==> config.mk <==
export PLATFORM = sky130hd
export DESIGN_NAME = cbor_item_skip_parser
export DESIGN_NICKNAME = d
export VERILOG_FILES = /design/src/cis_pkg.sv /design/src/cis_fifo.sv /design/src/cis_front.sv /design/src/cis_core.sv /design/src/cbor_item_skip_parser.sv
export VERILOG_INCLUDE_DIRS = /design/src /design/src/src
export SDC_FILE = /design/constraint.sdc
export NUM_CORES = 1
export LEC_CHECK = 0
export BUFFER_PORTS_ARGS = -buffer_cell sky130_fd_sc_hd__buf_2
export CELL_PAD_IN_SITES_DETAIL_PLACEMENT = 1
export CELL_PAD_IN_SITES_GLOBAL_PLACEMENT = 1
export CORE_ASPECT_RATIO = 2
export CORE_MARGIN = 5
export CORE_UTILIZATION = 35
export CTS_CLUSTER_DIAMETER = 100
export DETAILED_ROUTE_END_ITERATION = 10
export PLACE_DENSITY_LB_ADDON = 0.1
export REMOVE_ABC_BUFFERS = 1
export SLEW_MARGIN = 25
export SYNTH_ARGS = -nofsm -noshare
export SYNTH_HDL_FRONTEND = slang
export SYNTH_SLANG_ARGS = --single-unit
==> constraint.sdc <==
create_clock -name clk -period 9.43 [get_ports clk]
set_input_delay 0 -clock clk [delete_from_list [all_inputs] [get_ports clk]]
set_output_delay 0 -clock clk [all_outputs]
set_load 0.03 [all_outputs]
==> src/cbor_item_skip_parser_macros.svh <==
// Assertion macros for the CBOR item skip parser.
// Each macro expects clk and rst_n in scope of the module that includes it.
`ifndef CBOR_ITEM_SKIP_PARSER_MACROS_SVH
`define CBOR_ITEM_SKIP_PARSER_MACROS_SVH

// Same-cycle implication, checked out of reset.
`define CIS_ASSERT_NOW(lbl, ante, cons, msg) \
  lbl: assert property (@(posedge clk) disable iff (!rst_n) (ante) |-> (cons)) else $error(msg);

// Next-cycle implication, checked out of reset.
`define CIS_ASSERT_NEXT(lbl, ante, cons, msg) \
  lbl: assert property (@(posedge clk) disable iff (!rst_n) (ante) |=> (cons)) else $error(msg);

`endif

==> src/cis_pkg.sv <==
// Shared types and constants of the CBOR item skip parser.
// No dependencies; imported by cis_front, cis_core and the top level.
package cis_pkg;

  localparam logic [2:0] MAJ_BSTR   = 3'd2;
  localparam logic [2:0] MAJ_TSTR   = 3'd3;
  localparam logic [2:0] MAJ_ARRAY  = 3'd4;
  localparam logic [2:0] MAJ_MAP    = 3'd5;
  localparam logic [2:0] MAJ_SIMPLE = 3'd7;

  localparam logic [4:0] INFO_FALSE    = 5'd20;
  localparam logic [4:0] INFO_NULL     = 5'd22;
  localparam logic [4:0] INFO_ARG8     = 5'd24;
  localparam logic [4:0] INFO_FLOAT32  = 5'd26;
  localparam logic [4:0] INFO_FLOAT64  = 5'd27;
  localparam logic [4:0] INFO_RESERVED = 5'd28;

  localparam logic [4:0] NEST_RESET = 5'd16;

  typedef enum logic [2:0] {
    ST_BUSY      = 3'd0,
    ST_ITEM_DONE = 3'd1,
    ST_INVALID   = 3'd2,
    ST_END       = 3'd3,
    ST_TOO_DEEP  = 3'd4,
    ST_TOO_LARGE = 3'd5
  } status_t;

  // Classified input byte, front to back.
  typedef struct packed {
    logic [7:0] data_byte;
    logic       eob;
    logic [2:0] maj;
    logic [4:0] info;
    logic       reserved;
    logic       simple_ok;
    logic       is_float;
    logic       short_arg;
    logic [3:0] arg_len;
  } cls_t;

  // One result transaction.
  typedef struct packed {
    status_t     status;
    logic [2:0]  major_type;
    logic [31:0] item_length;
  } res_t;

endpackage

==> src/cis_fifo.sv <==
// Two-entry queue with push/full and pop/empty sides.
// Depends on nothing; payload width set by WIDTH.
module cis_fifo #(
  parameter int WIDTH = 8
) (
  input  logic             clk,
  input  logic             rst_n,
  input  logic             push,
  output logic             full,
  input  logic [WIDTH-1:0] wr_data,
  input  logic             pop,
  output logic             empty,
  output logic [WIDTH-1:0] rd_data
);

  logic [WIDTH-1:0] mem [2];
  logic             wr_ptr_r, rd_ptr_r;
  logic [1:0]       count_r;
  logic             do_push, do_pop;

  assign full    = (count_r == 2'd2);
  assign empty   = (count_r == 2'd0);
  assign do_push = push && !full;
  assign do_pop  = pop && !empty;
  assign rd_data = mem[rd_ptr_r];

  always_ff @(posedge clk) begin
    if (do_push) begin
      mem[wr_ptr_r] <= wr_data;
    end
  end

  always_ff @(posedge clk) begin
    if (!rst_n) begin
      wr_ptr_r <= 1'b0;
      rd_ptr_r <= 1'b0;
      count_r  <= 2'd0;
    end else begin
      if (do_push) wr_ptr_r <= ~wr_ptr_r;
      if (do_pop)  rd_ptr_r <= ~rd_ptr_r;
      count_r <= count_r + 2'(do_push) - 2'(do_pop);
    end
  end

endmodule

==> src/cis_front.sv <==
// Front end: accepts input bytes, splits heads into major type and info
// and queues the classified byte. Depends on cis_pkg and cis_fifo.
module cis_front
  import cis_pkg::*;
(
  input  logic       clk,
  input  logic       rst_n,
  input  logic       push,
  output logic       full,
  input  logic [7:0] data_byte,
  input  logic       end_of_buffer,
  input  logic       pop,
  output logic       empty,
  output cls_t       item
);

  cls_t cls;

  always_comb begin
    cls.data_byte = data_byte;
    cls.eob       = end_of_buffer;
    cls.maj       = data_byte[7:5];
    cls.info      = data_byte[4:0];
    cls.reserved  = (cls.info >= INFO_RESERVED);
    cls.simple_ok = (cls.info >= INFO_FALSE) && (cls.info <= INFO_NULL);
    cls.is_float  = (cls.info == INFO_FLOAT32) || (cls.info == INFO_FLOAT64);
    cls.short_arg = (cls.info < INFO_ARG8);
    // argument byte count: 1, 2, 4 or 8; floats map onto the same codes
    case (cls.info[1:0])
      2'd0:    cls.arg_len = 4'd1;
      2'd1:    cls.arg_len = 4'd2;
      2'd2:    cls.arg_len = 4'd4;
      default: cls.arg_len = 4'd8;
    endcase
  end

  cis_fifo #(.WIDTH($bits(cls_t))) u_queue (
    .clk     (clk),
    .rst_n   (rst_n),
    .push    (push),
    .full    (full),
    .wr_data (cls),
    .pop     (pop),
    .empty   (empty),
    .rd_data (item)
  );

endmodule

==> src/cis_core.sv <==
// Back end: parser state, argument/payload counters and container stack.
// Depends on cis_pkg and the assertion macro header.
`include "cbor_item_skip_parser_macros.svh"
module cis_core
  import cis_pkg::*;
#(
  parameter int STACK_DEPTH = 16,
  parameter int COUNT_WIDTH = 32
) (
  input  logic       clk,
  input  logic       rst_n,
  input  logic [4:0] nesting_limit,
  input  logic       in_valid,
  input  cls_t       in_item,
  output logic       in_pop,
  input  logic       out_full,
  output logic       out_push,
  output res_t       out_res
);

  localparam int LW = $clog2(STACK_DEPTH + 1);
  localparam int IW = (STACK_DEPTH > 1) ? $clog2(STACK_DEPTH) : 1;

  typedef enum logic [1:0] {PH_HEAD, PH_ARG, PH_PAYLOAD} phase_t;

  phase_t                 phase_r, phase_nxt;
  logic [3:0]             left_r, left_nxt;
  logic [63:0]            arg_r, arg_nxt;
  logic [2:0]             pmaj_r, pmaj_nxt;
  logic [COUNT_WIDTH-1:0] payload_r, payload_nxt;
  logic [LW-1:0]          level_r, level_nxt;
  logic [2:0]             top_r, top_nxt;
  logic [31:0]            bytes_r, bytes_nxt, bytes_inc;

  logic [COUNT_WIDTH-1:0] cnt_r  [STACK_DEPTH];
  logic                   map_r  [STACK_DEPTH];
  logic                   pend_r [STACK_DEPTH];

  logic             step;
  status_t          st;
  logic             tk_valid, fin_req, open_lvl, too_large;
  logic [2:0]       tk_maj;
  logic [63:0]      tk_val;
  logic [STACK_DEPTH-1:0] stop;
  logic             fin_any;
  logic [IW-1:0]    fin_idx;
  logic [7:0]       lim;

  assign step     = in_valid && !out_full;
  assign in_pop   = step;
  assign out_push = step;

  always_comb begin
    if (nesting_limit == 5'd0) lim = 8'd1;
    else if (8'(nesting_limit) > 8'(STACK_DEPTH)) lim = 8'(STACK_DEPTH);
    else lim = 8'(nesting_limit);
  end

  // highest open level that absorbs the finished item
  always_comb begin
    fin_any = 1'b0;
    fin_idx = '0;
    for (int i = 0; i < STACK_DEPTH; i++) begin
      stop[i] = (i < int'(level_r)) &&
                ((map_r[i] && !pend_r[i]) || (cnt_r[i] != COUNT_WIDTH'(1)));
      if (stop[i]) begin
        fin_any = 1'b1;
        fin_idx = IW'(i);
      end
    end
  end

  assign bytes_inc = (bytes_r == 32'hFFFF_FFFF) ? bytes_r : bytes_r + 32'd1;

  always_comb begin
    phase_nxt   = phase_r;
    left_nxt    = left_r;
    arg_nxt     = arg_r;
    pmaj_nxt    = pmaj_r;
    payload_nxt = payload_r;
    level_nxt   = level_r;
    top_nxt     = top_r;
    bytes_nxt   = bytes_inc;
    st          = ST_BUSY;
    tk_valid    = 1'b0;
    tk_maj      = in_item.maj;
    tk_val      = 64'(in_item.info);
    fin_req     = 1'b0;
    open_lvl    = 1'b0;

    unique case (phase_r)
      PH_ARG: begin
        arg_nxt = {arg_r[55:0], in_item.data_byte};
        if (left_r != 4'd0) left_nxt = left_r - 4'd1;
        if (left_r <= 4'd1) begin
          phase_nxt = PH_HEAD;
          tk_valid  = 1'b1;
          tk_maj    = pmaj_r;
          tk_val    = arg_nxt;
        end
      end
      PH_PAYLOAD: begin
        payload_nxt = payload_r - COUNT_WIDTH'(1);
        if (payload_nxt == '0) begin
          phase_nxt = PH_HEAD;
          fin_req   = 1'b1;
        end
      end
      default: begin
        if (level_r == '0) top_nxt = in_item.maj;
        if (in_item.reserved) begin
          st = ST_INVALID;
        end else if (in_item.maj == MAJ_SIMPLE) begin
          if (in_item.simple_ok) begin
            fin_req = 1'b1;
          end else if (in_item.is_float) begin
            phase_nxt = PH_ARG;
            left_nxt  = in_item.arg_len;
            arg_nxt   = '0;
            pmaj_nxt  = MAJ_SIMPLE;
          end else begin
            st = ST_INVALID;
          end
        end else if (in_item.short_arg) begin
          tk_valid = 1'b1;
        end else begin
          phase_nxt = PH_ARG;
          left_nxt  = in_item.arg_len;
          arg_nxt   = '0;
          pmaj_nxt  = in_item.maj;
        end
      end
    endcase

    too_large = (COUNT_WIDTH < 64) && (|(tk_val >> COUNT_WIDTH));

    if (tk_valid) begin
      case (tk_maj) inside
        MAJ_BSTR, MAJ_TSTR: begin
          if (too_large) st = ST_TOO_LARGE;
          else if (tk_val == 64'd0) fin_req = 1'b1;
          else begin
            payload_nxt = tk_val[COUNT_WIDTH-1:0];
            phase_nxt   = PH_PAYLOAD;
          end
        end
        MAJ_ARRAY, MAJ_MAP: begin
          if (too_large) st = ST_TOO_LARGE;
          else if (tk_val == 64'd0) fin_req = 1'b1;
          else if (8'(level_r) >= lim) st = ST_TOO_DEEP;
          else begin
            open_lvl  = 1'b1;
            level_nxt = level_r + LW'(1);
          end
        end
        default: fin_req = 1'b1;
      endcase
    end

    if (fin_req) begin
      if (!fin_any) st = ST_ITEM_DONE;
      else level_nxt = LW'(fin_idx) + LW'(1);
    end

    if (st == ST_BUSY && in_item.eob) begin
      st = (phase_nxt == PH_PAYLOAD) ? ST_INVALID : ST_END;
    end

    out_res.status      = st;
    out_res.major_type  = top_nxt;
    out_res.item_length = bytes_inc;

    // any final status drops back to a fresh top-level item
    if (st != ST_BUSY) begin
      phase_nxt   = PH_HEAD;
      left_nxt    = 4'd0;
      payload_nxt = '0;
      level_nxt   = '0;
      bytes_nxt   = 32'd0;
    end
  end

  always_ff @(posedge clk) begin
    if (!rst_n) begin
      phase_r   <= PH_HEAD;
      left_r    <= 4'd0;
      arg_r     <= 64'd0;
      pmaj_r    <= 3'd0;
      payload_r <= '0;
      level_r   <= '0;
      top_r     <= 3'd0;
      bytes_r   <= 32'd0;
    end else if (step) begin
      phase_r   <= phase_nxt;
      left_r    <= left_nxt;
      arg_r     <= arg_nxt;
      pmaj_r    <= pmaj_nxt;
      payload_r <= payload_nxt;
      level_r   <= level_nxt;
      top_r     <= top_nxt;
      bytes_r   <= bytes_nxt;
    end
  end

  // stack contents: written on open, updated where an item lands
  always_ff @(posedge clk) begin
    if (step && open_lvl) begin
      cnt_r[level_r[IW-1:0]]  <= tk_val[COUNT_WIDTH-1:0];
      map_r[level_r[IW-1:0]]  <= (tk_maj == MAJ_MAP);
      pend_r[level_r[IW-1:0]] <= 1'b0;
    end else if (step && fin_req && fin_any && st == ST_BUSY) begin
      if (map_r[fin_idx] && !pend_r[fin_idx]) begin
        pend_r[fin_idx] <= 1'b1;
      end else begin
        pend_r[fin_idx] <= 1'b0;
        cnt_r[fin_idx]  <= cnt_r[fin_idx] - COUNT_WIDTH'(1);
      end
    end
  end

  `CIS_ASSERT_NOW(a_level_bound, 1'b1, int'(level_r) <= STACK_DEPTH, "stack level overflow")
  `CIS_ASSERT_NEXT(a_final_clears, step && st != ST_BUSY, level_r == '0 && phase_r == PH_HEAD && bytes_r == 32'd0, "final status did not clear state")
  `CIS_ASSERT_NOW(a_arg_count, phase_r == PH_ARG, left_r != 4'd0, "argument phase with no bytes left")
  `CIS_ASSERT_NOW(a_payload_count, phase_r == PH_PAYLOAD, payload_r != '0, "payload phase with no bytes left")

endmodule

==> src/cbor_item_skip_parser.sv <==
// CBOR item skip parser: takes one byte of a CBOR stream per transaction
// and returns one result transaction per byte: status (busy, item complete,
// invalid, end of data, too deep, length too large), the major type of the
// current top-level item and its byte count so far. Throughput is one byte
// per clock while the result queue is not full; a byte passes a two-entry
// input queue, the parser stage and a two-entry result queue. An accepted
// byte is registered in the input queue, parsed at its head and its result
// registered in the result queue. Container unwinding is a combinational
// priority find over the stack levels. The user must write nesting_limit
// through cfg_we/cfg_nesting_limit only while the block is idle; the block
// does not enforce this. It resets to 16 and is clamped to 1..STACK_DEPTH.
// Depends on cis_pkg, cis_front, cis_core and cis_fifo.
module cbor_item_skip_parser
  import cis_pkg::*;
#(
  parameter int STACK_DEPTH = 16,
  parameter int COUNT_WIDTH = 32
) (
  input  logic        clk,
  input  logic        rst_n,
  // input transactions
  input  logic        push,
  output logic        full,
  input  logic [7:0]  in_data_byte,
  input  logic        in_end_of_buffer,
  // result transactions
  output logic        empty,
  input  logic        pop,
  output logic [2:0]  out_status,
  output logic [2:0]  out_major_type,
  output logic [31:0] out_item_length,
  // configuration
  input  logic        cfg_we,
  input  logic [4:0]  cfg_nesting_limit
);

  logic [4:0] nest_r;
  cls_t       item;
  logic       item_empty, item_pop;
  logic       res_full, res_push;
  res_t       res, res_head;

  // hold the nesting limit; write it only while no transaction is in flight
  always_ff @(posedge clk) begin
    if (!rst_n) begin
      nest_r <= NEST_RESET;
    end else if (cfg_we) begin
      nest_r <= cfg_nesting_limit;
    end
  end

  cis_front u_front (
    .clk           (clk),
    .rst_n         (rst_n),
    .push          (push),
    .full          (full),
    .data_byte     (in_data_byte),
    .end_of_buffer (in_end_of_buffer),
    .pop           (item_pop),
    .empty         (item_empty),
    .item          (item)
  );

  cis_core #(
    .STACK_DEPTH (STACK_DEPTH),
    .COUNT_WIDTH (COUNT_WIDTH)
  ) u_core (
    .clk           (clk),
    .rst_n         (rst_n),
    .nesting_limit (nest_r),
    .in_valid      (!item_empty),
    .in_item       (item),
    .in_pop        (item_pop),
    .out_full      (res_full),
    .out_push      (res_push),
    .out_res       (res)
  );

  // result queue decouples the parser from a stalled consumer
  cis_fifo #(.WIDTH($bits(res_t))) u_res_queue (
    .clk     (clk),
    .rst_n   (rst_n),
    .push    (res_push),
    .full    (res_full),
    .wr_data (res),
    .pop     (pop),
    .empty   (empty),
    .rd_data (res_head)
  );

  assign out_status      = res_head.status;
  assign out_major_type  = res_head.major_type;
  assign out_item_length = res_head.item_length;

endmodule

# Word-level counts from Yosys, hierarchy flattened
# Memories as Yosys holds them, arrays and structs flattened. A register that Yosys moved wholly into a read port is not among the register bits.
# Index checks and enable logic that the tools add are counted.
[totals]
register_bits = 150
input_bits = 19
output_inout_bits = 40
word_cells = 357
mem_count = 5
mem_bits_rw = 670
[memory_table]
columns = ["memory", "depth", "word_bits", "rd", "rd_ports_with_merged_regs", "write_ports", "line_no", "source"]
rows = [
  ["u_core.cnt_r", 16, 32, 17, 0, 1, "cis_core.sv:35", "logic [COUNT_WIDTH-1:0] cnt_r [STACK_DEPTH];"],
  ["u_res_queue.mem", 2, 38, 1, 1, 1, "cis_fifo.sv:16", "logic [WIDTH-1:0] mem [2];"],
  ["u_front.u_queue.mem", 2, 25, 1, 1, 1, "cis_fifo.sv:16", ""],
  ["u_core.map_r", 16, 1, 17, 0, 1, "cis_core.sv:36", "logic map_r [STACK_DEPTH];"],
  ["u_core.pend_r", 16, 1, 17, 0, 1, "cis_core.sv:37", "logic pend_r [STACK_DEPTH];"],
]
[op_classes]
eq_ne = 44
bitwise_logic = 8
n_mux = 150
reduce_logical = 102
n_addsub = 10
n_lt_le_gt_ge = 23
[op_table]
columns = ["operator", "count"]
rows = [
  ["$ne A32 B1 Y1 const B", 16],
  ["$mux W32", 9],
  ["$mux W56", 5],
  ["$mux W64", 2],
  ["$pmux W56 S2", 1],
  ["$mux W4", 23],
  ["$mux W3", 22],
  ["$logic_not A64 Y1", 1],
  ["$reduce_or A32 Y1", 2],
  ["$sub A32 B1 Y32 const B", 2],
  ["$mux W1", 59],
  ["$mux W5", 11],
  ["$logic_and A1 B1 Y1", 44],
  ["$lt A4 B5 Y1 const A", 8],
  ["$add A32 B1 Y32 const B", 1],
  ["$eq A32 B32 Y1 const B", 1],
  ["$logic_not A32 Y1", 1],
  ["$mux W2", 13],
  ["$logic_not A1 Y1", 21],
  ["$lt A3 B5 Y1 const A", 4],
  ["$logic_or A1 B1 Y1", 17],
  ["$pmux W4 S3", 1],
  ["$reduce_and A6 Y1", 2],
  ["$eq A2 B2 Y1 const B", 5],
  ["36 further kinds", 66],
]

# Longest topological paths before layout
# Gate-level depths: netlist of the first run.
# An unclocked memory read counts as a cell.
[depth]
word_depth = 34
depth_mapped = 26

# By module
# Synthesis of the first run repeated with hierarchy kept, for this count alone.
[unflattened]
cells_unflattened = 3072
hier_area_um2 = 38112.8
[modules_own_cells]
columns = ["mod", "seq_area_each_um2", "n_inst", "cells_each", "area_per_inst_um2"]
rows = [
  ["cis_core", 19078.3, 1, 2796, 32655.1],
  ["cis_fifo at u_res_queue", 2382.3, 1, 145, 3057.9],
  ["cis_fifo at u_front.u_queue", 1601.5, 1, 105, 2143.3],
  ["cbor_item_skip_parser", 100.1, 1, 17, 193.9],
  ["cis_front", 0.0, 1, 9, 62.6],
]

# Worst setup path before layout of the first run
# No wires, ideal clock.
[synth_timing]
path_kind = "reg-to-reg"
startpoint = "register u_core.payload_r[12]"
endpoint = "memory u_core.cnt_r[15][0] (enable)"
arrival_time_ns = 7.162
setup_slack_ns = 1.755
stages_incl_launch_ff = 17
cell_sequence = "dfxtp_1 -> buf_2 -> nor4_2 -> nand4b_1 -> or4_1 -> buf_2 -> o41ai_1 -> a22oi_1 -> nand4_1 -> o221ai_1 -> nor2b_1 -> or3_4 -> nor4_4 -> nand2_4 -> mux2i_1 -> nand2b_1 -> nor4b_1"
[synth_between]
elab_chain_len = 20
[synth_lines]
columns = ["element", "line_no", "source"]
rows = [
  ["start: declaration", "cis_core.sv:30", "logic [COUNT_WIDTH-1:0] payload_r, payload_nxt;"],
  ["start signal: assignment", "cis_core.sv:198", "payload_r <= payload_nxt;"],
  ["$sub A32 B1 Y32 (*)", "cis_core.sv:103", "payload_nxt = payload_r - COUNT_WIDTH'(1);"],
  ["$logic_not A32 Y1 (*)", "cis_core.sv:104", "if (payload_nxt == '0) begin"],
  ["$mux W1", "cis_core.sv:104", ""],
  ["$pmux W1 S2", "cis_core.sv:91", "unique case (phase_r)"],
  ["$mux W1", "cis_core.sv:141, cis_core.sv:149", ""],
  ["$mux W1", "cis_core.sv:148", "if (too_large) st = ST_TOO_LARGE;"],
  ["$mux W1 (2 in a row)", "cis_core.sv:138", "case (tk_maj) inside"],
  ["$mux W1", "cis_core.sv:137", "if (tk_valid) begin"],
  ["[3 not listed]", "--", ""],
  ["$mux W3", "cis_core.sv:165", "if (st == ST_BUSY && in_item.eob) begin"],
  ["$logic_not A3 Y1", "cis_core.sv:211", "end else if (step && fin_req && fin_any && st == ST_BUSY) begin"],
  ["$logic_and A1 B1 Y1 (*)", "cis_core.sv:211", ""],
  ["$mux W1 (*)", "cis_core.sv:211", ""],
  ["$mux W1 (*)", "cis_core.sv:207", "if (step && open_lvl) begin"],
  ["$mux W1 (not written as such) (*)", "cis_core.sv:216", "cnt_r[fin_idx] <= cnt_r[fin_idx] - COUNT_WIDTH'(1);"],
  ["$reduce_or A32 Y1 (no source line)", "--", ""],
  ["$mux W4 (no source line) or $mux W1 (tied branches)", "--", ""],
  ["end: declaration", "cis_core.sv:35", ""],
]
# Every way passes the cells marked *; elsewhere a longest branch is shown, timed or not.

==> impl_metrics.sql, run 1 <==
INSERT INTO impl_metrics (metric_group, metric, value, unit) VALUES
('worst_hold_path', 'hold_class', 'in -> reg', ''),
('floorplan', 'floorplan.die.height', '475', 'um'),
('route', 'routed_length_per_placed_instance', '32.0', 'um'),
('floorplan', 'dieWidth', '242', 'um'),
('timing', 'relSlewSlack', '25.1', '%'),
('floorplan', 'initial_core_util', '35.2', '%'),
('pwr', 'totalPowerFinal', '8.97', 'mW'),
('clock_tree', 'cts_htree_levels', '3', ''),
('worst_setup_path', 'crit_required', '9.92', 'ns'),
('yosys', 'synth.ff_latch_count', '806', ''),
('timing', 'final_period_minus_worst_setup_slack', '8.43', 'ns'),
('pwr', 'leakagePower', '13.3', 'nW'),
('yosys', 'synth_area_per_cell', '11.7', 'um^2'),
('yosys', 'yosysUniqueCellTypes', '86', ''),
('placed_design', 'port-buffer-count', '58', ''),
('yosys', 'asyncSetResetFlopFracSynth', '0', '%'),
('global_route', 'grt_util_met3', '3.24', '%'),
('worst_setup_path', 'cpPeakStageDelay', '0.97', 'ns'),
('floorplan', 'placeableCoreArea', '107000', 'um^2'),
('route', 'drtAntennaViolNets', '0', ''),
('clock_tree', 'tritoncts_num_sinks', '806', ''),
('clock_tree', 'clk_path_buf_depth', '3', ''),
('global_route', 'globalRoute.totalOverflow', '0', ''),
('layout', 'layout-drive-gt1-share', '13.1', '%'),
('layout', 'multi_input_area', '14500', 'um^2'),
('global_route', 'maximum_number_of_pins_on_one_net_before_global_route_repair', '102', ''),
('clock_tree', 'numCtsBuffers', '80', ''),
('layout', 'final_cell_mix', 'sky130_fd_sc_hd__edfxtp_1 (654), sky130_fd_sc_hd__nand2_1 (339), sky130_fd_sc_hd__nand3_1 (193)', ''),
('layout', 'finalInstanceArea', '43100', 'um^2'),
('timing', 'final-setup-viol-count', '0', ''),
('floorplan', 'floorplan.die_area', '115000', 'um^2'),
('layout', 'layout.filler_cells', '11354', ''),
('global_route', 'grt_util_met1', '24.3', '%'),
('worst_setup_path', 'timing_worst_setup_path_type', 'reg -> reg', ''),
('pwr', 'cellPowerDensity', '208', 'nW/um^2'),
('timing', 'finalHoldViolCount', '0', ''),
('global_route', 'grt_util_met2', '48.2', '%'),
('worst_setup_path', 'arrival_time_at_the_worst_endpoint', '8.91', 'ns'),
('route', 'detailedRoute.firstIterationViolations', '1953', ''),
('clock_tree', 'tritoncts', 'yes', ''),
('worst_setup_path', 'critPathCaptureType', 'flip-flop', ''),
('timing', 'final_min_period_over_clock_period', '89.4', '%'),
('yosys', 'number_of_enable_flip_flop_cells_after_synthesis', '654', ''),
('worst_setup_path', 'cp_cell_sequence', 'nor4_1, nand4_1, o31a_1, a2111oi_2, o211a_4, nor2_8, inv_6, buf_12, buf_4, mux2i_1, o22ai_1, or4_1, nand3b_1, nor4_2, nand3_1, or4b_1, nand3_1, buf_4', ''),
('global_route', 'number_of_global_route_vias_before_repair', '29743', ''),
('route', 'post-route-drc-count', '0', ''),
('yosys', 'ys.warnings.count', '0', ''),
('timing', 'setup_ws', '1.00', 'ns'),
('placed_design', 'dp_cells', '4545', ''),
('clock_tree', 'cts.clk_slew.worst_paths', '0.06', 'ns'),
('timing', 'max_clock_freq', '119', 'MHz'),
('worst_setup_path', 'critPathBufInv', '4', ''),
('route', 'wirelength', '151000', 'um'),
('layout', 'most_common_cell_after_layout_fill_and_taps_aside', 'sky130_fd_sc_hd__edfxtp_1', ''),
('worst_setup_path', 'critical-path-top-delay-family', 'simple AND/OR/NAND/NOR gates', ''),
('worst_setup_path', 'worst_path_max_delay_cell', 'sky130_fd_sc_hd__nor4_1', ''),
('layout', 'final_cell_count_no_fill', '4724', ''),
('yosys', 'netlist_instances', '3218', ''),
('route', 'dr.pass1.iters', '5', ''),
('placed_design', 'post-place-ws', '1.15', 'ns'),
('flow_run', 'max_cap_violations', '0', ''),
('global_route', 'most_used_layer_global_route', 'met2', ''),
('clock_tree', 'skew_pair_late_insertion_delay', '0.70', 'ns'),
('route', 'viasPerCell', '5.89', ''),
('pwr', 'largest_vdd_supply_drop', '0.000143', 'V'),
('global_route', 'globalRouteTotalUtil', '25.5', '%'),
('timing', 'final_max_slew_viol_count', '0', ''),
('worst_setup_path', 'cp_max_fo', '64', ''),
('run_status', 'run_status', 'finished, final reports clean', ''),
('global_route', 'grt_antenna_before_repair', '1', ''),
('yosys', 'synth_area', '37800', 'um^2');
routing by layer:
layer | part of all wire [%] | up-vias
met3 | 4.0 | 380
met2 | 53 | 880
met5 | 0 | -
met4 | 10 | 0
li1 | - | 12333
met1 | 33 | 14236
area by class of cell:
class / instances / share of cell area, %
repair buffers: 174 / 3.00
flip-flops and latches: 806 / 52.6
diodes: 2 / 0.0116
clock buffers: 104 / 5.21
inverters: 28 / 0.267
clock inverters: 44 / 1.37
well taps: 1376 / 3.99
multi-input cells: 2190 / 33.6
registers in the layout, summed over array words and instances, names as in the netlist, 2 cells and up, named ones only:
name,flops
u_core.cnt_r,512
u_core.payload_r,32
u_core.phase_r,2
u_core.top_r,3
u_core.arg_r,56
u_core.pmaj_r,3
u_core.bytes_r,32
nest_r,5
u_res_queue.count_r,2
u_front.u_queue.mem,34
u_core.map_r,16
u_core.left_r,4
u_front.u_queue.count_r,2
u_res_queue.mem,76
u_core.level_r,5
u_core.pend_r,16
cells by family (layout without fill, tap and decap cells):
kind of cell | after synthesis | count (layout) | synth area share [%]
AND/OR/NAND/NOR | 1274 | 1274 | 17.4
flip-flops | 806 | 806 | 60.0
AO/OA/AOI/OAI | 534 | 534 | 9.31
multiplexers | 265 | 265 | 7.77
buffers and inverters | 222 | 350 | 2.55
XOR/XNOR | 95 | 95 | 2.20
adder cells (fa/ha/maj) | 22 | 22 | 0.728
other | 0 | 2 | 0
cells in the mapped netlist, types with 8 or more instances:
library cell               instances  area [um^2]
sky130_fd_sc_hd__a21o_1            8         60.1
sky130_fd_sc_hd__and2_1           52          325
sky130_fd_sc_hd__nor3_1           94          470
sky130_fd_sc_hd__a31oi_1          42          263
sky130_fd_sc_hd__a21oi_1         114          571
sky130_fd_sc_hd__edfxtp_1        654        19600
sky130_fd_sc_hd__buf_1            20         75.1
sky130_fd_sc_hd__and3_1           45          282
sky130_fd_sc_hd__nor4_1          134          838
sky130_fd_sc_hd__clkbuf_1        126          473
sky130_fd_sc_hd__nand3_1         194          971
sky130_fd_sc_hd__nor3b_1          13         97.6
sky130_fd_sc_hd__buf_2            35          175
sky130_fd_sc_hd__dfxtp_1         152         3040
sky130_fd_sc_hd__xnor2_1          55          482
sky130_fd_sc_hd__nor2b_1          76          475
sky130_fd_sc_hd__a22oi_1          15          113
sky130_fd_sc_hd__o31a_1            8         70.1
sky130_fd_sc_hd__buf_6            10          113
sky130_fd_sc_hd__o22ai_1          35          219
sky130_fd_sc_hd__a21boi_0         66          495
sky130_fd_sc_hd__nand3b_1          8         60.1
sky130_fd_sc_hd__or2_2             8         50.1
sky130_fd_sc_hd__nand4_1          41          257
sky130_fd_sc_hd__o31ai_1          20          150
sky130_fd_sc_hd__nor2_1          163          612
sky130_fd_sc_hd__o21ai_0         103          515
sky130_fd_sc_hd__a211oi_1         28          210
sky130_fd_sc_hd__nor4b_1          23          201
sky130_fd_sc_hd__xor2_1           40          350
sky130_fd_sc_hd__or3_1            21          131
sky130_fd_sc_hd__mux2_2           62          698
sky130_fd_sc_hd__mux4_2           16          360
sky130_fd_sc_hd__inv_1            26         97.6
sky130_fd_sc_hd__ha_1             22          275
sky130_fd_sc_hd__o211ai_1         10         75.1
sky130_fd_sc_hd__nand2_1         339         1270
sky130_fd_sc_hd__o22a_1            8         70.1
sky130_fd_sc_hd__mux2i_1         186         1860
sky130_fd_sc_hd__nand2b_1         27          169
sky130_fd_sc_hd__o221ai_1         14          123
worst paths after layout:
check / depth (start not counted) / slack, ns / end / startpoint
worst max register to register: 18 / 1.00 / u_core.cnt_r[0][28] / u_core.cnt_r[5][2]
worst max-delay path: 18 / 1.00 / u_core.cnt_r[0][28] / u_core.cnt_r[5][2]
worst min-delay path: 2 / 0.06 / u_front.u_queue.mem[1][15] / in_data_byte[7]
worst min register to register: 2 / 0.47 / u_core.arg_r[53] / u_core.arg_r[53]
report_power, final:
group          switching [mW]  internal, mW  total [mW]
combinational           0.971         0.379        1.35
sequential             0.0779          4.03        4.11
clock                    1.48          2.03        3.51
total                    2.53          6.44        8.97
repair_timing:
item	in CTS	in global routing
endpoints found under the hold margin	103	0
resized for setup	0	0
setup buffers	0	0
hold buffers	29	0
stage by stage:
step | setup TNS [ns] | hold WS, ns | utilization [%]
4_1_cts | 0 | 0.00662 | 40.2
2_1_floorplan | -277.76 | 0.0986 | -
5_1_grt | 0 | 0.0527 | 40.2
6_report | 0 | 0.0567 | 40.2
3_5_place_dp | 0 | 0.193 | 37.3
3_3_place_gp | 0 | 0.194 | 37.2
Note: power is estimated with default switching activity, not from simulation.
==> run 2: changes to the inputs <==
--- a/config.mk
+++ b/config.mk
@@ -11,7 +11,7 @@
 export CELL_PAD_IN_SITES_GLOBAL_PLACEMENT = 1
 export CORE_ASPECT_RATIO = 2
 export CORE_MARGIN = 5
-export CORE_UTILIZATION = 35
+export CORE_UTILIZATION = 52
 export CTS_CLUSTER_DIAMETER = 100
 export DETAILED_ROUTE_END_ITERATION = 10
 export PLACE_DENSITY_LB_ADDON = 0.1
==> run 2 against run 1 <==
Clock power is 7.1% lower; wire length fell by 2.8%; final cell count is 9.8% lower; sequential share of layout area up 0.85 points; non-clock buffer count rose by 8; first-iteration DRC count up 9.7%; critical path type unchanged; largest cell class unchanged; largest power group unchanged.
==> impl_metrics.sql, run 2 (synthesis gave the netlist of run 1 again) <==
INSERT INTO impl_metrics (metric_group, metric, value, unit) VALUES
('worst_hold_path', 'worstHoldPathCells', '2', ''),
('worst_setup_path', 'setup.reg_to_reg.worst_slack', '1.42', 'ns'),
('placed_design', 'finalWeightedCongestion', '1.09', ''),
('floorplan', 'floorplan.die.height', '391', 'um'),
('timing', 'finalHoldViolCount', '0', ''),
('timing', 'max_clock_freq', '125', 'MHz'),
('worst_setup_path', 'worst_setup_path_start_kind', 'flip-flop', ''),
('route', 'post-route-drc-count', '0', ''),
('timing', 'rsz_0062_raised_after_global_routing', 'no', ''),
('layout', 'most_common_cell_after_layout_fill_and_taps_aside', 'sky130_fd_sc_hd__edfxtp_1', ''),
('pwr', 'p_int', '6.28', 'mW'),
('clock_tree', 'post_cts.resized_instances', '0', ''),
('route', 'drtAntennaViolNets', '0', ''),
('layout', 'areaGrowthSynthToFinish', '12.3', '%'),
('floorplan', 'row_count', '139', ''),
('placed_design', 'port-buffer-count', '58', ''),
('floorplan', 'io_pins', '59', ''),
('floorplan', 'initial_core_util', '52.5', '%'),
('layout', 'layout-drive-gt1-share', '13.4', '%'),
('route', 'routed_length_per_placed_instance', '34.5', 'um'),
('placed_design', 'half_perimeter_wire_length_after_placement', '106000', 'um'),
('timing', 'pin_slew_with_the_least_headroom_to_its_limit', '1.18', 'ns'),
('global_route', 'globalRoute.totalOverflow', '0', ''),
('timing', 'total_negative_slack', '0', 'ns'),
('pwr', 'total_net_switching_power', '2.45', 'mW'),
('worst_setup_path', 'timing_worst_setup_path_type', 'reg -> reg', ''),
('route', 'route.vias.total', '28775', ''),
('clock_tree', 'tritoncts_num_sinks', '806', ''),
('clock_tree', 'cts.repair_timing.setup_buffer_count', '0', ''),
('route', 'viasPerCell', '6.76', ''),
('route', 'wirelength', '147000', 'um'),
('worst_setup_path', 'arrival_time_at_the_worst_endpoint', '8.34', 'ns'),
('global_route', 'number_of_global_route_vias_before_repair', '30620', ''),
('layout', 'final_cell_mix', 'sky130_fd_sc_hd__edfxtp_1 (654), sky130_fd_sc_hd__nand2_1 (339), sky130_fd_sc_hd__nand3_1 (193)', ''),
('timing', 'relSlewSlack', '20.1', '%'),
('clock_tree', 'skew_pair_late_insertion_delay', '0.68', 'ns'),
('route', 'detailedRoute.firstIterationViolations', '2143', ''),
('global_route', 'global_route_wire_length_before_repair', '211000', 'um'),
('clock_tree', 'clk_path_buf_depth', '3', ''),
('timing', 'final_max_slew_viol_count', '0', ''),
('clock_tree', 'numCtsBuffers', '74', ''),
('timing', 'final_period_minus_worst_setup_slack', '8.01', 'ns'),
('timing', 'final-setup-viol-count', '0', ''),
('placed_design', 'placement.cell_area', '39500', 'um^2'),
('worst_setup_path', 'reg2reg_from', 'u_core.cnt_r[10][1]', ''),
('worst_setup_path', 'endpoint_of_the_lowest_slack_register_to_register_path', 'u_core.cnt_r[5][17]', ''),
('timing', 'final.setup_skew', '0.0252', 'ns'),
('clock_tree', 'postCtsHoldBufs', '23', ''),
('pwr', 'largest_vdd_supply_drop', '0.000222', 'V'),
('worst_setup_path', 'cp_max_fo', '73', ''),
('global_route', 'maximum_number_of_pins_on_one_net_before_global_route_repair', '120', ''),
('worst_setup_path', 'ff2ff_path_depth', '15', ''),
('pwr', 'comb_power_share', '15.8', '%'),
('floorplan', 'dieWidth', '201', 'um'),
('clock_tree', 'clock_tree.root_cell', 'sky130_fd_sc_hd__clkbuf_16', ''),
('layout', 'top_register', 'u_core.cnt_r', ''),
('timing', 'final_min_period_over_clock_period', '84.9', '%'),
('run_status', 'run_status', 'finished, final reports clean', ''),
('layout', 'largest_register_ff_count', '512', ''),
('worst_setup_path', 'critPathCaptureType', 'flip-flop', ''),
('layout', 'reg_top3', 'u_core.cnt_r (512), u_res_queue.mem (76), u_core.arg_r (56)', ''),
('pwr', 'clock_group_share_of_total_power', '37.3', '%'),
('layout', 'finalInstanceArea', '42400', 'um^2'),
('clock_tree', 'tritoncts', 'yes', ''),
('pwr', 'p_sw_share', '28.1', '%'),
('flow_run', 'max_cap_violations', '0', ''),
('floorplan', 'floorplan.die_area', '78500', 'um^2'),
('floorplan', 'placeableCoreArea', '72000', 'um^2'),
('clock_tree', 'cts.clk_slew.worst_paths', '0.07', 'ns'),
('global_route', 'globalRouteTotalUtil', '37.1', '%'),
('layout', 'net_count_of_the_finished_layout', '3323', ''),
('worst_hold_path', 'min_from', 'in_end_of_buffer', ''),
('worst_hold_path', 'hold_class', 'in -> reg', ''),
('clock_tree', 'cts_htree_levels', '3', ''),
('pwr', 'leakagePower', '13.2', 'nW'),
('pwr', 'cellPowerDensity', '206', 'nW/um^2'),
('route', 'dr.pass1.iters', '5', ''),
('global_route', 'grt_antenna_before_repair', '7', ''),
('worst_hold_path', 'whs_endpoint', 'u_front.u_queue.mem[1][16]', ''),
('pwr', 'sequentialPowerShare', '46.9', '%'),
('worst_setup_path', 'crit_required', '9.76', 'ns');
==> run 2: changes by cell type in the layout (fill, tap and decap cells not counted), moves of 3 or more <==
cell                            previous run  this run
sky130_fd_sc_hd__clkinv_4                  6         3
sky130_fd_sc_hd__nor4b_2                   1         5
sky130_fd_sc_hd__clkbuf_4                  0         3
sky130_fd_sc_hd__buf_4                    84        90
sky130_fd_sc_hd__dlygate4sd3_1            29        23
sky130_fd_sc_hd__nor4b_1                  22        18
sky130_fd_sc_hd__clkbuf_8                  7         4
sky130_fd_sc_hd__nor4_1                  127       119
sky130_fd_sc_hd__nor4_2                    9        16
sky130_fd_sc_hd__o21ai_4                   5         2
sky130_fd_sc_hd__clkbuf_16                84        74
==> run 2: how the worst max path moves through the flow <==
stage                                      end  slack [ns]                start  depth (start not counted)
after detailed placement   u_core.cnt_r[2][30]        1.82  u_core.cnt_r[10][1]                         16
after floorplan            u_core.cnt_r[10][0]       -1.41  u_core.cnt_r[15][1]                         10
final                      u_core.cnt_r[5][17]        1.42  u_core.cnt_r[10][1]                         15
after global placement      u_core.cnt_r[2][0]        1.96  u_core.cnt_r[10][1]                         16
after CTS                  u_core.cnt_r[5][17]        1.81  u_core.cnt_r[10][1]                         16
after global routing      u_core.cnt_r[15][31]        1.23  u_core.cnt_r[13][2]                         15
==> run 2: per-layer routing <==
| layer | part of all wire [%] | GRT usage, % | vias up |
|---|---|---|---|
| met4 | 12 | 35.8 | 0 |
| met3 | 5.4 | 8.31 | 606 |
| met5 | 0 | 0 | - |
| met1 | 31 | 34.2 | 14603 |
| met2 | 51 | 66.1 | 1217 |
| li1 | - | - | 12349 |
==> run 2: area by class of cell <==
| cell class | instances | area [um^2] |
|---|---|---|
| sequential | 806 | 22700 |
| timing repair buffer | 182 | 1380 |
| fill | 7252 | 29600 |
| tap | 916 | 1150 |
| clock buffer | 90 | 1950 |
| inverter | 28 | 115 |
| antenna | 4 | 10.0 |
| multi-input combinational | 2190 | 14500 |
| clock inverter | 43 | 616 |
==> run 2: critical path, stage by stage (launching register included) <==
cell and delay, ns:
sky130_fd_sc_hd__edfxtp_1 0.41, sky130_fd_sc_hd__nor4b_1 0.99, sky130_fd_sc_hd__nand3_1 0.20, sky130_fd_sc_hd__o31ai_1 0.65
sky130_fd_sc_hd__o221ai_1 0.23, sky130_fd_sc_hd__o21ai_0 0.53, sky130_fd_sc_hd__o21ai_4 0.16, sky130_fd_sc_hd__inv_6 0.63
sky130_fd_sc_hd__mux2i_1 0.65, sky130_fd_sc_hd__o22ai_1 0.19, sky130_fd_sc_hd__nor3_1 0.49, sky130_fd_sc_hd__nand3_1 0.30
sky130_fd_sc_hd__nor3_1 0.95, sky130_fd_sc_hd__nand4_1 0.23, sky130_fd_sc_hd__xnor2_1 0.19, sky130_fd_sc_hd__o21ai_2 0.75
==> run 2: power by group through the flow <==
| stage | combinational, mW | sequential, mW | clock, mW |
|---|---|---|---|
| global placement | 1.28 | 4.16 | 0 |
| CTS | 1.38 | 4.09 | 3.28 |
| global route | 1.46 | 4.10 | 3.44 |
| finish | 1.38 | 4.09 | 3.26 |
| floorplan | 0.814 | 4.18 | 0 |
| detailed placement | 1.36 | 4.17 | 0 |
==> run 2: metrics by stage <==
step	setup WS (ns)	power [mW]	hold slack, ns	util (%)	cells
finish	1.42	8.72	0.0982	58.9	4259
global route	1.23	9.00	0.0913	58.9	4256
CTS	1.81	8.75	0.0526	58.7	4249
detailed placement	1.82	5.53	0.210	54.9	4093
global placement	1.96	5.44	0.205	54.7	4091
floorplan	-1.41	4.99	0.0986	-	3024
